`config.mk`:
```
export PLATFORM = sky130hd
export DESIGN_NAME = epoch_seconds_to_calendar
export DESIGN_NICKNAME = d
export VERILOG_FILES = /design/src/hw/rtl/e2c_pkg.sv /design/src/hw/rtl/e2c_ctrl.sv /design/src/hw/rtl/e2c_dpath.sv /design/src/hw/rtl/epoch_seconds_to_calendar.sv
export VERILOG_INCLUDE_DIRS = /design/src /design/src/hw/rtl
export SDC_FILE = /design/constraint.sdc
export NUM_CORES = 1
export LEC_CHECK = 0
export ABC_AREA = 1
export BUFFER_PORTS_ARGS = -buffer_cell sky130_fd_sc_hd__buf_2
export CORE_MARGIN = 2
export CORE_UTILIZATION = 60
export DETAILED_ROUTE_END_ITERATION = 8
export PLACE_DENSITY = 0.83
export REMOVE_ABC_BUFFERS = 1
export SLEW_MARGIN = 20
export SYNTH_ARGS = -nofsm -noshare
export SYNTH_HDL_FRONTEND = slang
export SYNTH_SLANG_ARGS = --single-unit
```
`constraint.sdc`:
```
create_clock -name i_clk -period 6 [get_ports i_clk]
set_clock_uncertainty 0.15 [all_clocks]
set_input_delay 1.2 -clock i_clk [delete_from_list [all_inputs] [get_ports i_clk]]
set_output_delay 1.2 -clock i_clk [all_outputs]
set_load 0.05 [all_outputs]
```
`src/hw/rtl/assert_macros.svh`:
```
// assertion macros shared by the calendar conversion rtl
// no dependencies; define NO_ASSERTIONS to compile them out
`ifndef ASSERT_MACROS_SVH
`define ASSERT_MACROS_SVH

`ifndef NO_ASSERTIONS

`define E2C_ASSERT_IMP(lbl, clk, rstn, ante, cons) \
    lbl: assert property (@(posedge clk) disable iff (!(rstn)) (ante) |-> (cons)) \
        else $error("e2c assertion failed");

`define E2C_ASSERT_NXT(lbl, clk, rstn, ante, cons) \
    lbl: assert property (@(posedge clk) disable iff (!(rstn)) (ante) |=> (cons)) \
        else $error("e2c assertion failed");

`else

`define E2C_ASSERT_IMP(lbl, clk, rstn, ante, cons)
`define E2C_ASSERT_NXT(lbl, clk, rstn, ante, cons)

`endif

`endif

```
`src/hw/rtl/e2c_pkg.sv`:
```
// types, constants and month table for the epoch to calendar converter
// no dependencies
package e2c_pkg;

    localparam logic [16:0] SECS_PER_DAY  = 17'd86400;
    localparam logic [16:0] SECS_PER_HOUR = 17'd3600;
    localparam logic [16:0] SECS_PER_MIN  = 17'd60;

    localparam logic [11:0] BASE_YEAR    = 12'd1970;
    localparam logic [1:0]  BASE_MOD4    = 2'd2;
    localparam logic [6:0]  BASE_MOD100  = 7'd70;
    localparam logic [8:0]  BASE_MOD400  = 9'd370;
    localparam logic [6:0]  LAST_MOD100  = 7'd99;
    localparam logic [8:0]  LAST_MOD400  = 9'd399;
    localparam logic [11:0] LAST_YEAR    = 12'd2106;

    localparam logic [8:0]  DAYS_YEAR      = 9'd365;
    localparam logic [8:0]  DAYS_LEAP_YEAR = 9'd366;

    localparam logic [3:0]  MON_JAN = 4'd0;
    localparam logic [3:0]  MON_FEB = 4'd1;
    localparam logic [3:0]  MON_DEC = 4'd11;

    // reciprocals rounded up: 2^35 / 675 on seconds >> 7, 2^29 / 3600, 2^18 / 60
    localparam logic [25:0] DAY_RECIP  = 26'd50903317;
    localparam logic [17:0] HOUR_RECIP = 18'd149131;
    localparam logic [12:0] MIN_RECIP  = 13'd4370;

    typedef enum logic [1:0] {
        DIV_DAY,
        DIV_HOUR,
        DIV_MIN
    } t_e2c_div_sel;

    typedef enum logic [3:0] {
        S_IDLE,
        S_DAY,
        S_YEAR,
        S_MONTH,
        S_HOUR_INIT,
        S_HOUR,
        S_MIN_INIT,
        S_MIN,
        S_DONE
    } t_e2c_state;

    typedef struct packed {
        logic         load;
        logic         div_start;
        t_e2c_div_sel div_sel;
        logic         div_step;
        logic         year_step;
        logic         month_step;
        logic         out_load;
    } t_e2c_cmd;

    typedef struct packed {
        logic div_last;
        logic year_done;
        logic month_done;
        logic out_free;
    } t_e2c_stat;

    function automatic logic [4:0] month_len(input logic [3:0] mon, input logic leap);
        logic [4:0] len;
        unique case (mon)
            4'd0:    len = 5'd31;
            4'd1:    len = leap ? 5'd29 : 5'd28;
            4'd2:    len = 5'd31;
            4'd3:    len = 5'd30;
            4'd4:    len = 5'd31;
            4'd5:    len = 5'd30;
            4'd6:    len = 5'd31;
            4'd7:    len = 5'd31;
            4'd8:    len = 5'd30;
            4'd9:    len = 5'd31;
            4'd10:   len = 5'd30;
            4'd11:   len = 5'd31;
            default: len = 5'd31;
        endcase
        return len;
    endfunction

    function automatic logic [16:0] divisor(input t_e2c_div_sel sel);
        logic [16:0] d;
        unique case (sel)
            DIV_DAY:  d = SECS_PER_DAY;
            DIV_HOUR: d = SECS_PER_HOUR;
            DIV_MIN:  d = SECS_PER_MIN;
            default:  d = SECS_PER_MIN;
        endcase
        return d;
    endfunction

endpackage

```
`src/hw/rtl/e2c_ctrl.sv`:
```
// sequencer for the epoch to calendar converter
// depends on e2c_pkg
module e2c_ctrl
    import e2c_pkg::*;
(
    input  logic      i_clk,
    input  logic      i_rst_n,
    input  logic      i_in_valid,
    output logic      o_in_ready,
    input  t_e2c_stat i_stat,
    output t_e2c_cmd  o_cmd
);

    t_e2c_state r_state;
    t_e2c_state n_state;

    always_ff @(posedge i_clk) begin
        if (!i_rst_n) begin
            r_state <= S_IDLE;
        end else begin
            r_state <= n_state;
        end
    end

    always_comb begin
        n_state    = r_state;
        o_in_ready = 1'b0;
        o_cmd      = '0;
        o_cmd.div_sel = DIV_DAY;
        unique case (r_state)
            S_IDLE: begin
                o_in_ready = 1'b1;
                if (i_in_valid) begin
                    o_cmd.load = 1'b1;
                    n_state    = S_DAY;
                end
            end
            S_DAY: begin
                o_cmd.div_step = 1'b1;
                if (i_stat.div_last) begin
                    n_state = S_YEAR;
                end
            end
            S_YEAR: begin
                if (i_stat.year_done) begin
                    n_state = S_MONTH;
                end else begin
                    o_cmd.year_step = 1'b1;
                end
            end
            S_MONTH: begin
                if (i_stat.month_done) begin
                    n_state = S_HOUR_INIT;
                end else begin
                    o_cmd.month_step = 1'b1;
                end
            end
            S_HOUR_INIT: begin
                o_cmd.div_start = 1'b1;
                o_cmd.div_sel   = DIV_HOUR;
                n_state         = S_HOUR;
            end
            S_HOUR: begin
                o_cmd.div_step = 1'b1;
                if (i_stat.div_last) begin
                    n_state = S_MIN_INIT;
                end
            end
            S_MIN_INIT: begin
                o_cmd.div_start = 1'b1;
                o_cmd.div_sel   = DIV_MIN;
                n_state         = S_MIN;
            end
            S_MIN: begin
                o_cmd.div_step = 1'b1;
                if (i_stat.div_last) begin
                    n_state = S_DONE;
                end
            end
            S_DONE: begin
                if (i_stat.out_free) begin
                    o_cmd.out_load = 1'b1;
                    n_state        = S_IDLE;
                end
            end
            default: begin
                n_state = S_IDLE;
            end
        endcase
    end

endmodule

```
`src/hw/rtl/e2c_dpath.sv`:
```
// datapath: reciprocal divider (quotient, then remainder), year walk and month walk
// depends on e2c_pkg and assert_macros.svh
`include "assert_macros.svh"

module e2c_dpath
    import e2c_pkg::*;
(
    input  logic        i_clk,
    input  logic        i_rst_n,
    input  t_e2c_cmd    i_cmd,
    input  logic [31:0] i_secs,
    output t_e2c_stat   o_stat,
    output logic [11:0] o_year,
    output logic [3:0]  o_month,
    output logic [4:0]  o_day,
    output logic [4:0]  o_hour,
    output logic [5:0]  o_minute,
    output logic [5:0]  o_second
);

    // divider: quotient in the first step, remainder in the second
    t_e2c_div_sel r_sel;
    logic [31:0]  r_num;
    logic [15:0]  r_quo;
    logic         r_phase;

    // results
    logic [15:0]  r_days;
    logic [16:0]  r_tod;
    logic [11:0]  r_msr;
    logic [4:0]   r_hour;
    logic [5:0]   r_minute;
    logic [5:0]   r_second;

    // calendar walk
    logic [11:0]  r_year;
    logic [1:0]   r_m4;
    logic [6:0]   r_m100;
    logic [8:0]   r_m400;
    logic [3:0]   r_mon;

    logic [16:0]  w_div;
    logic [50:0]  w_day_prod;
    logic [34:0]  w_hour_prod;
    logic [24:0]  w_min_prod;
    logic [15:0]  w_quo;
    logic [32:0]  w_back;
    logic [31:0]  w_rem;
    logic         w_leap;
    logic [8:0]   w_ylen;
    logic [4:0]   w_mlen;

    assign w_div       = divisor(r_sel);
    assign w_day_prod  = r_num[31:7] * DAY_RECIP;
    assign w_hour_prod = r_num[16:0] * HOUR_RECIP;
    assign w_min_prod  = r_num[11:0] * MIN_RECIP;

    always_comb begin
        unique case (r_sel)
            DIV_DAY:  w_quo = w_day_prod[50:35];
            DIV_HOUR: w_quo = {10'd0, w_hour_prod[34:29]};
            DIV_MIN:  w_quo = {9'd0, w_min_prod[24:18]};
            default:  w_quo = '0;
        endcase
    end

    assign w_back = r_quo * w_div;
    assign w_rem  = r_num - w_back[31:0];

    assign w_leap = (r_m4 == 2'd0) && ((r_m100 != 7'd0) || (r_m400 == 9'd0));
    assign w_ylen = w_leap ? DAYS_LEAP_YEAR : DAYS_YEAR;
    assign w_mlen = month_len(r_mon, w_leap);

    assign o_stat.div_last   = r_phase;
    assign o_stat.year_done  = (r_days < {7'd0, w_ylen});
    assign o_stat.month_done = (r_mon == MON_DEC) || (r_days < {11'd0, w_mlen});
    assign o_stat.out_free   = 1'b0;

    always_ff @(posedge i_clk) begin
        if (i_cmd.load) begin
            r_sel   <= DIV_DAY;
            r_num   <= i_secs;
            r_phase <= 1'b0;
            r_year  <= BASE_YEAR;
            r_m4    <= BASE_MOD4;
            r_m100  <= BASE_MOD100;
            r_m400  <= BASE_MOD400;
            r_mon   <= MON_JAN;
        end else if (i_cmd.div_start) begin
            r_sel   <= i_cmd.div_sel;
            r_phase <= 1'b0;
            if (i_cmd.div_sel == DIV_HOUR) begin
                r_num <= {15'd0, r_tod};
            end else begin
                r_num <= {20'd0, r_msr};
            end
        end else if (i_cmd.div_step) begin
            r_phase <= ~r_phase;
            if (!r_phase) begin
                r_quo <= w_quo;
            end else begin
                unique case (r_sel)
                    DIV_DAY: begin
                        r_days <= r_quo;
                        r_tod  <= w_rem[16:0];
                    end
                    DIV_HOUR: begin
                        r_hour <= r_quo[4:0];
                        r_msr  <= w_rem[11:0];
                    end
                    DIV_MIN: begin
                        r_minute <= r_quo[5:0];
                        r_second <= w_rem[5:0];
                    end
                    default: begin
                        r_second <= w_rem[5:0];
                    end
                endcase
            end
        end else if (i_cmd.year_step) begin
            r_days <= r_days - {7'd0, w_ylen};
            r_year <= r_year + 12'd1;
            r_m4   <= r_m4 + 2'd1;
            r_m100 <= (r_m100 == LAST_MOD100) ? 7'd0 : r_m100 + 7'd1;
            r_m400 <= (r_m400 == LAST_MOD400) ? 9'd0 : r_m400 + 9'd1;
        end else if (i_cmd.month_step) begin
            r_days <= r_days - {11'd0, w_mlen};
            r_mon  <= r_mon + 4'd1;
        end
    end

    assign o_year   = r_year;
    assign o_month  = r_mon + 4'd1;
    assign o_day    = r_days[4:0] + 5'd1;
    assign o_hour   = r_hour;
    assign o_minute = r_minute;
    assign o_second = r_second;

    `E2C_ASSERT_IMP(a_year_in_range, i_clk, i_rst_n, i_cmd.year_step, r_year < LAST_YEAR)
    `E2C_ASSERT_IMP(a_month_in_range, i_clk, i_rst_n, i_cmd.month_step, r_mon < MON_DEC)
    `E2C_ASSERT_IMP(a_rem_below_div, i_clk, i_rst_n, i_cmd.div_step && r_phase, w_rem < {15'd0, w_div})
    `E2C_ASSERT_NXT(a_feb_len, i_clk, i_rst_n,
        i_cmd.month_step && (r_mon == MON_FEB), r_mon == 4'd2)

endmodule

```
`src/hw/rtl/epoch_seconds_to_calendar.sv`:
```
// top level of the epoch seconds to calendar date and time converter
// depends on e2c_pkg, e2c_ctrl, e2c_dpath and assert_macros.svh
//
// Takes an unsigned 32-bit count of seconds since 1970-01-01 00:00:00 and returns the
// Gregorian year, month, day, hour, minute and second, one result per item. The time an
// item takes grows with the years past 1970 (0..136) and the zero-based month, since the
// datapath walks the date one year and then one month at a time, the longest walk being
// late in 2105; a finished result also waits for the output register to drain. A
// reciprocal divider gives seconds per day, hour and minute. One item is worked on at a
// time; a finished result waits in the output register while the next item is taken in.
`include "assert_macros.svh"

module epoch_seconds_to_calendar
    import e2c_pkg::*;
(
    input  logic        i_clk,
    input  logic        i_rst_n,
    input  logic        i_s_tvalid,
    output logic        o_s_tready,
    input  logic [31:0] i_s_tdata,  // epoch_seconds[31:0]
    output logic        o_m_tvalid,
    input  logic        i_m_tready,
    output logic [39:0] o_m_tdata   // year, month, day_of_month, hour, minute, second, pad
);

    t_e2c_cmd    w_cmd;
    t_e2c_stat   w_stat;
    t_e2c_stat   w_dp_stat;
    logic [11:0] w_year;
    logic [3:0]  w_month;
    logic [4:0]  w_day;
    logic [4:0]  w_hour;
    logic [5:0]  w_minute;
    logic [5:0]  w_second;

    logic        r_m_tvalid;
    logic [39:0] r_m_tdata;

    always_comb begin
        w_stat          = w_dp_stat;
        w_stat.out_free = !r_m_tvalid || i_m_tready;
    end

    e2c_ctrl u_ctrl (
        .i_clk      (i_clk),
        .i_rst_n    (i_rst_n),
        .i_in_valid (i_s_tvalid),
        .o_in_ready (o_s_tready),
        .i_stat     (w_stat),
        .o_cmd      (w_cmd)
    );

    e2c_dpath u_dpath (
        .i_clk    (i_clk),
        .i_rst_n  (i_rst_n),
        .i_cmd    (w_cmd),
        .i_secs   (i_s_tdata),
        .o_stat   (w_dp_stat),
        .o_year   (w_year),
        .o_month  (w_month),
        .o_day    (w_day),
        .o_hour   (w_hour),
        .o_minute (w_minute),
        .o_second (w_second)
    );

    always_ff @(posedge i_clk) begin
        if (!i_rst_n) begin
            r_m_tvalid <= 1'b0;
        end else if (w_cmd.out_load) begin
            r_m_tvalid <= 1'b1;
        end else if (i_m_tready) begin
            r_m_tvalid <= 1'b0;
        end
    end

    always_ff @(posedge i_clk) begin
        if (w_cmd.out_load) begin
            r_m_tdata <= {2'b00, w_second, w_minute, w_hour, w_day, w_month, w_year};
        end
    end

    assign o_m_tvalid = r_m_tvalid;
    assign o_m_tdata  = r_m_tdata;

    `E2C_ASSERT_IMP(a_no_overwrite, i_clk, i_rst_n, w_cmd.out_load,
        !r_m_tvalid || i_m_tready)
    `E2C_ASSERT_IMP(a_load_only_idle, i_clk, i_rst_n, w_cmd.load, !w_cmd.out_load)

endmodule
```
==> Flow_metrics.wiki, run 1 <==
{| class="wikitable"
! Metric !! Value
|-
| First-pass GRT wire length || approximately 130000 µm
|-
| Number of enable flip-flop cells after synthesis || 148
|-
| CTS sink count || 190
|-
| Worst R2R Setup Slack || between 0.06 and 0.07 ns
|-
| Die area || 0.0516 mm²
|-
| Primary FF master, synth || edfxtp_1
|-
| Biggest area consumer among synthesized cells || ha_1
|-
| Area growth from synthesis to layout || 10.4%
|-
| Highest clock frequency the design can meet || 169 MHz
|-
| Aggregate routed wire length || slightly below 80000 µm
|-
| Count of yosys warnings during synthesis || 0
|-
| Fraction of layout cells with a size suffix above 1 || 9.74%
|-
| CTS buffer count || 17
|-
| Clock slew at reported path FFs || 0.09 ns
|-
| Beginning of the worst hold path || u_dpath.o_second[4]$_DFFE_PP_
|-
| Chip Height || 227 µm
|-
| DRC violation count after routing || 0
|-
| End of the critical path || u_dpath.r_quo[8]$_DFFE_PP_
|-
| Synthesized instance count || 3569
|-
| Average cell area after synthesis || 8.37 µm²
|-
| Sequential fraction of the synthesis area || between 10% and 20%
|-
| Top area cells in the synthesized netlist || ha_1 (24%), fa_1 (22%), edfxtp_1 (15%)
|-
| Most frequent cells in the layout || inv_1 (884), nand2_1 (621), ha_1 (553), fa_1 (324), nor2_1 (228)
|-
| Endpoint type of the worst setup path || register
|-
| Inserted Diodes || 0
|-
| # nets final || about 4700
|-
| Count of filler cells inserted in the layout || approximately 3800
|-
| Core region area || 0.0491 mm²
|-
| Crit path launch || u_dpath.r_num[13]$_DFFE_PN_
|-
| Clock latency on the worst-skew pair || around 0.47 ns
|-
| Hold Path Class || reg2reg
|-
| Critical R2R Launch || u_dpath.r_num[13]$_DFFE_PN_
|-
| Post-synthesis instance area || around 0.030 mm²
|-
| Required arrival time at the worst endpoint || 6.07 ns
|-
| Count of placed standard cells including taps || 4359
|-
| Hold buffer count at CTS || 0
|-
| Number of levels the H-tree was split into || 4
|-
| Final-report setup violation count || 0
|-
| Count of different cell masters after synthesis || 54
|-
| Detailed Route Iter0 Violations || 2220
|-
| Number of placement rows || a little over 80
|-
| Num ports || 78
|-
| Final HPWL DP || approximately 67000 µm
|-
| Routability congestion estimate || approximately 1.1
|-
| Final instance count without filler cells || approximately 4400
|-
| Total vias in the final route || 24300
|-
| Final Hold Fails || 0
|-
| Starting density of the core || 60.9%
|-
| Number of vias per cell after detailed routing || 5.50
|-
| Clock tree buffer depth || 2
|-
| Arrival time at the worst endpoint || 6.00 ns
|-
| Port Buf Inserts || 75
|-
| Fraction of post-synthesis cell area in the top cell type by area || 24.3%
|-
| Number of maximum-capacitance violations || 0
|-
| Highest net fanout along the worst path || 5
|-
| Setup repair after global routing missed its margin || yes
|-
| Worst Setup Path Type || reg2reg
|-
| ANT nets after route || 0
|-
| Maximum number of pins on one net before global-route repair || 50
|-
| Chip Width || 227 µm
|-
| Final worst path period need || 5.93 ns
|-
| Slew at the pin closest to its max-slew limit || 1.08 ns
|-
| Worst slew margin || 27.2%
|-
| Clock tree from TritonCTS || done
|-
| Number of global-route vias before repair || between 20000 and 25000
|-
| Final period util || between 90% and 100%
|-
| Result of the run || finished, final reports clean
|-
| Average detailed-routed wire length per instance || between 15 and 20 µm
|-
| Share of synthesized registers carrying an async set or reset || 0%
|-
| Initial antenna violation count || 0
|-
| Most common cell after layout, fill and taps aside || inv_1
|-
| GR Util All Layers || 31.8%
|-
| FF-to-FF path depth || 22
|-
| Remaining global-route overflow || 0
|-
| R2R Path End || u_dpath.r_quo[8]$_DFFE_PP_
|-
| Category of the worst setup path launch point || register
|-
| Number of iterations in the first detailed-routing pass || 6
|-
| Max Slew Vio Count || 0
|-
| Flops & latches, synth || 190
|-
| Root Buffer Master || clkbuf_16
|}
## kinds of logic after synthesis
group	after synthesis	share of synthesized area [%]
adder cells (fa/ha/maj)	904	46.0
flip-flops	190	17.7
AO/OA/AOI/OAI	332	6.33
AND/OR/NAND/NOR	1136	15.8
buffers and inverters	939	12.1
XOR/XNOR	67	1.97
other	1	0.0126
## worst max-delay path, cell delays in order (launching register included)
cell and delay [ns]:
edfxtp_1 0.53, fa_1 0.53, inv_1 0.05, fa_1 0.42
inv_1 0.07, ha_1 0.17, inv_1 0.06, fa_1 0.47
inv_1 0.05, fa_1 0.51, fa_1 0.57, inv_1 0.06
fa_1 0.53, inv_1 0.04, ha_1 0.34, a21oi_1 0.23
o21ai_0 0.16, nor2_1 0.19, o21ai_0 0.10, nand2_1 0.07
nand3_1 0.16, nor2_1 0.15, nor2_1 0.06
## layout make-up
type / count / area (µm²) / share of cell area (%)
multi-input combinational: 2441 / 21600 / 65.5
sequential: 190 / 5290 / 16.0
inverter: 900 / 3390 / 10.3
timing repair buffer: 184 / 1240 / 3.77
tap: 664 / 831 / 2.52
clock buffer: 18 / 439 / 1.33
clock inverter: 14 / 194 / 0.588
## registers in the layout, summed over array words and instances (netlist names)
name              flops
u_dpath.o_hour        5
u_dpath.r_tod        17
o_m_tdata            38
u_dpath.r_mon         4
u_dpath.o_year       12
u_ctrl.r_state        4
u_dpath.r_quo        16
u_dpath.r_m400        9
u_dpath.r_sel         2
u_dpath.r_days       16
o_m_tvalid            1
u_dpath.o_second      6
u_dpath.r_m100        7
u_dpath.r_num        32
u_dpath.r_msr        12
u_dpath.o_minute      6
u_dpath.r_m4          2
u_dpath.r_phase       1
## repair_timing
action	CTS	global route
endpoints found under the setup margin	4	17
gates resized for setup	6	144
buffers inserted	3	16
pin swaps	2	38
endpoints found under the hold margin	0	0
## metal layers
layer | GRT usage (%) | wire length (µm)
met5 | 0 | 0
met4 | 10.2 | 2920
met3 | 5.52 | 6880
met2 | 51.9 | 36700
met1 | 43.1 | 33000
## Yosys cell counts (all sizes together), types with 5 or more instances
cell,n
a21o,6
a21oi,157
a31oi,13
a32o,5
buf,24
clkbuf,15
dfxtp,42
edfxtp,148
fa,325
ha,579
inv,900
nand2,651
nand3,124
nand3b,11
nand4,32
nor2,259
nor3,36
nor4,10
o211ai,11
o21ai,99
o21bai,18
o31ai,12
xnor2,18
xor2,49
## per-stage QoR
| stage | hold slack (ns) | instance area, µm² | setup TNS [ns] | worst slack [ns] | util [%] |
|---|---|---|---|---|---|
| after global routing | 0.278 | 33000 | -0.747 | -0.0861 | 67.2 |
| final | 0.272 | 33000 | 0 | 0.0667 | 67.2 |
| after global placement | 0.251 | 31600 | 0 | 0.00673 | 64.3 |
| after CTS | 0.272 | 32200 | 0 | 0.00128 | 65.7 |
| after detailed placement | 0.255 | 31600 | -0.0726 | -0.0726 | 64.3 |
| after floorplan | 0.250 | 29600 | 0 | 0.203 | - |
## worst min-delay path by stage
| stage | end | slack [ns] | cells after the start |
|---|---|---|---|
| 2_1_floorplan | o_m_tdata[21]$_DFFE_PP_ | 0.25 | 0 |
| 3_3_place_gp | o_m_tdata[27]$_DFFE_PP_ | 0.25 | 0 |
| 3_5_place_dp | o_m_tdata[36]$_DFFE_PP_ | 0.25 | 0 |
| 4_1_cts | o_m_tdata[36]$_DFFE_PP_ | 0.27 | 0 |
| 5_1_grt | o_m_tdata[32]$_DFFE_PP_ | 0.28 | 0 |
| 6_report | o_m_tdata[36]$_DFFE_PP_ | 0.27 | 0 |
Power of run 1 is left out: the tool's default activity adds up to more than one toggle a clock period on the data nets, which glitch-free logic cannot reach.
==> run 2: changes to the inputs <==
--- a/config.mk
+++ b/config.mk
@@ -11,7 +11,7 @@
 export CORE_MARGIN = 2
 export CORE_UTILIZATION = 60
 export DETAILED_ROUTE_END_ITERATION = 8
-export PLACE_DENSITY = 0.83
+export PLACE_DENSITY = 0.87
 export REMOVE_ABC_BUFFERS = 1
 export SLEW_MARGIN = 20
 export SYNTH_ARGS = -nofsm -noshare
==> run 2 against run 1 <==
First-iteration DRC count grew 5.5%. Hold slack gained 0.0021 ns. Final cell count grew 0.16%. Register-to-register slack gained 0.05 ns. Critical path depth is the same. Via count grew 1.8%. Non-clock buffer count grew 6.
==> Flow_metrics.wiki, run 2 (same netlist as run 1, synthesis figures left out) <==
{| class="wikitable"
! Metric !! Value
|-
| Final-report setup violation count || 0 (unchanged)
|-
| Root Buffer Master || clkbuf_16
|-
| Port Buf Inserts || 75 (unchanged)
|-
| DRC violation count after routing || 0 (unchanged)
|-
| Slew at the pin closest to its max-slew limit || 1.15 ns (+0.0678 ns)
|-
| Highest clock frequency the design can meet || 170 MHz (+0.85%)
|-
| Clock latency on the worst-skew pair || 0.49 ns (+0.02 ns)
|-
| Number of stages on the worst setup path || 22 (unchanged)
|-
| Clock slew at reported path FFs || 0.09 ns (about the same)
|-
| Clock tree buffer depth || 2 (unchanged)
|-
| Crit path launch || u_dpath.r_num[15]$_DFFE_PN_
|-
| FF-to-FF path depth || 22 (unchanged)
|-
| Arrival time at the worst endpoint || 5.97 ns (-0.03 ns)
|-
| Most common cell after layout, fill and taps aside || inv_1
|-
| Starting density of the core || 60.9% (unchanged)
|-
| Remaining global-route overflow || 0 (unchanged)
|-
| Average detailed-routed wire length per instance || 18.8 µm (+4.2%)
|-
| Slowest cell delay on critical path || 0.56 ns (about the same)
|-
| Worst R2R Setup Slack || 0.12 ns (+0.05 ns)
|-
| Chip Height || 227 µm (unchanged)
|-
| Detailed Route Iter0 Violations || 2342 (+5.5%)
|-
| Flip-flop count of the largest register, all copies and words added || 38 (unchanged)
|-
| Chip Width || 227 µm (unchanged)
|-
| End of the critical path || u_dpath.r_quo[3]$_DFFE_PP_
|-
| R2R Path End || u_dpath.r_quo[3]$_DFFE_PP_
|-
| Cell Chain, Critical Path || buf_12 > fa_1 > ha_1 > ha_1 > inv_1 > fa_1 > inv_1 > fa_1 > fa_1 > inv_1 > fa_1 > inv_1 > ha_1 > nand2_2 > nor2_4 > nand2_1 > nor2_1 > nand3_1 > nand3_1 > nand2_1 > nand3_1 > nand2_1
|-
| Number of levels the H-tree was split into || 4 (unchanged)
|-
| Number of maximum-capacitance violations || 0 (unchanged)
|-
| CTS buffer count || 17 (unchanged)
|-
| Post-route cell area || 0.0333 mm² (+0.92%)
|-
| Core region area || 0.0491 mm² (unchanged)
|-
| Endpoint type of the worst setup path || register
|-
| CTS sink count || 190 (unchanged)
|-
| Number of global-route vias before repair || 24800 (+2.1%)
|-
| Clock tree from TritonCTS || done
|-
| Result of the run || finished, final reports clean
|-
| Number of iterations in the first detailed-routing pass || 8 (+2)
|-
| Final Hold Fails || 0 (unchanged)
|-
| Dominant delay contributor by cell family on the critical path || adder cells
|-
| Hold Path Class || reg2reg
|-
| GR Util All Layers || 32.7% (+0.95 points)
|-
| Fraction of layout cells with a size suffix above 1 || 10.8% (+1.1 points)
|-
| Routability congestion estimate || 1.02 (-4.3%)
|-
| Final worst path period need || 5.88 ns (-0.0498 ns)
|-
| Category of the worst setup path launch point || register
|-
| DP Area || 0.0316 mm² (+0.15%)
|-
| Highest net fanout along the worst path || 10 (+5)
|-
| Worst Setup Path Type || reg2reg
|-
| Aggregate routed wire length || 83000 µm (+4.3%)
|-
| Setup repair after global routing missed its margin || yes
|-
| Most frequent cells in the layout || inv_1 (887), nand2_1 (614), ha_1 (548), fa_1 (321), nor2_1 (225)
|-
| Required arrival time at the worst endpoint || 6.09 ns (+0.02 ns)
|-
| Final Hold Slack || 0.274 ns (+0.00215 ns)
|-
| First-pass GRT wire length || 129000 µm (+2.3%)
|-
| Hold buffer count at CTS || 0 (unchanged)
|-
| Cell mode on critical path || fa_1
|-
| Number of placement rows || 81 (unchanged)
|-
| Maximum number of pins on one net before global-route repair || 50 (unchanged)
|-
| Final period util || 98.1% (-0.83 points)
|-
| Critical R2R Launch || u_dpath.r_num[15]$_DFFE_PN_
|-
| # nets final || 4680 (+0.13%)
|-
| Number of vias per cell after detailed routing || 5.59 (+1.7%)
|-
| Max Slew Vio Count || 0 (unchanged)
|-
| Num ports || 78 (unchanged)
|-
| Initial antenna violation count || 7 (+7)
|-
| Number of buffers and inverters on the critical path || 5 (-1)
|-
| Worst slew margin || 22.6% (-4.6 points)
|-
| Die area || 0.0516 mm² (unchanged)
|-
| Total vias in the final route || 24700 (+1.8%)
|-
| Final HPWL DP || 68100 µm (+2.1%)
|-
| ANT nets after route || 0 (unchanged)
|-
| Slowest-stage cell, CP || fa_1
|-
| Area growth from synthesis to layout || 11.4%
|}
-- run 2: changes by cell type in the layout (fill, tap and decap cells not counted), sizes merged --
cell      before  now
buf          184  190
inv          905  908
clkinvlp       1    0
bufinv         1    0
clkbuf        18   17
diode          0    1
-- run 2: stage by stage --
| step | setup slack [ns] | util, % | instances | setup TNS [ns] |
|---|---|---|---|---|
| 3_3_place_gp | 0.0125 | 64.4 | 4363 | 0 |
| 4_1_cts | -0.00511 | 65.8 | 4398 | -0.00511 |
| 3_5_place_dp | -0.109 | 64.4 | 4363 | -0.288 |
| 6_report | 0.117 | 67.8 | 4418 | 0 |
| 2_1_floorplan | 0.203 | - | 3531 | 0 |
| 5_1_grt | -0.158 | 67.8 | 4417 | -0.823 |
-- run 2: how the worst min path moves through the flow --
stage / to / from / cells past startpoint / slack [ns]
floorplan: o_m_tdata[21]$_DFFE_PP_ / u_dpath.o_hour[0]$_DFFE_PP_ / 0 / 0.25
global placement: o_m_tdata[31]$_DFFE_PP_ / u_dpath.o_minute[5]$_DFFE_PP_ / 0 / 0.25
detailed placement: o_m_tdata[34]$_DFFE_PP_ / u_dpath.o_second[2]$_DFFE_PP_ / 0 / 0.25
CTS: o_m_tdata[34]$_DFFE_PP_ / u_dpath.o_second[2]$_DFFE_PP_ / 0 / 0.27
global route: o_m_tdata[32]$_DFFE_PP_ / u_dpath.o_second[0]$_DFFE_PP_ / 0 / 0.28
finish: o_m_tdata[34]$_DFFE_PP_ / u_dpath.o_second[2]$_DFFE_PP_ / 0 / 0.27
-- run 2: timing repair --
item,4_1_cts,5_1_grt
setup endpoints to repair,9,17
buffers inserted,3,18
resized for setup,13,200
pin swaps,0,34
hold endpoints to repair,0,0
-- run 2: layout make-up --
cell class                      count  area, µm²
Inverter                          900       3380
Tap cell                          664        831
Multi-Input combinational cell   2441      21800
Fill cell                        3742      15800
Antenna cell                        1       2.50
Clock inverter                     15        188
Sequential cell                   190       5290
Clock buffer                       17        425
Timing Repair Buffer              190       1320
-- run 2: routing by layer --
metal | vias up | global-route usage (%) | wire [µm]
li1 | 11500 | - | -
met2 | 1156 | 53.2 | 38300
met1 | 11700 | 42.3 | 32600
met5 | - | 0 | 51
met3 | 273 | 7.65 | 8110
met4 | 10 | 13.2 | 3930
Power of run 2 is left out for the same reason.
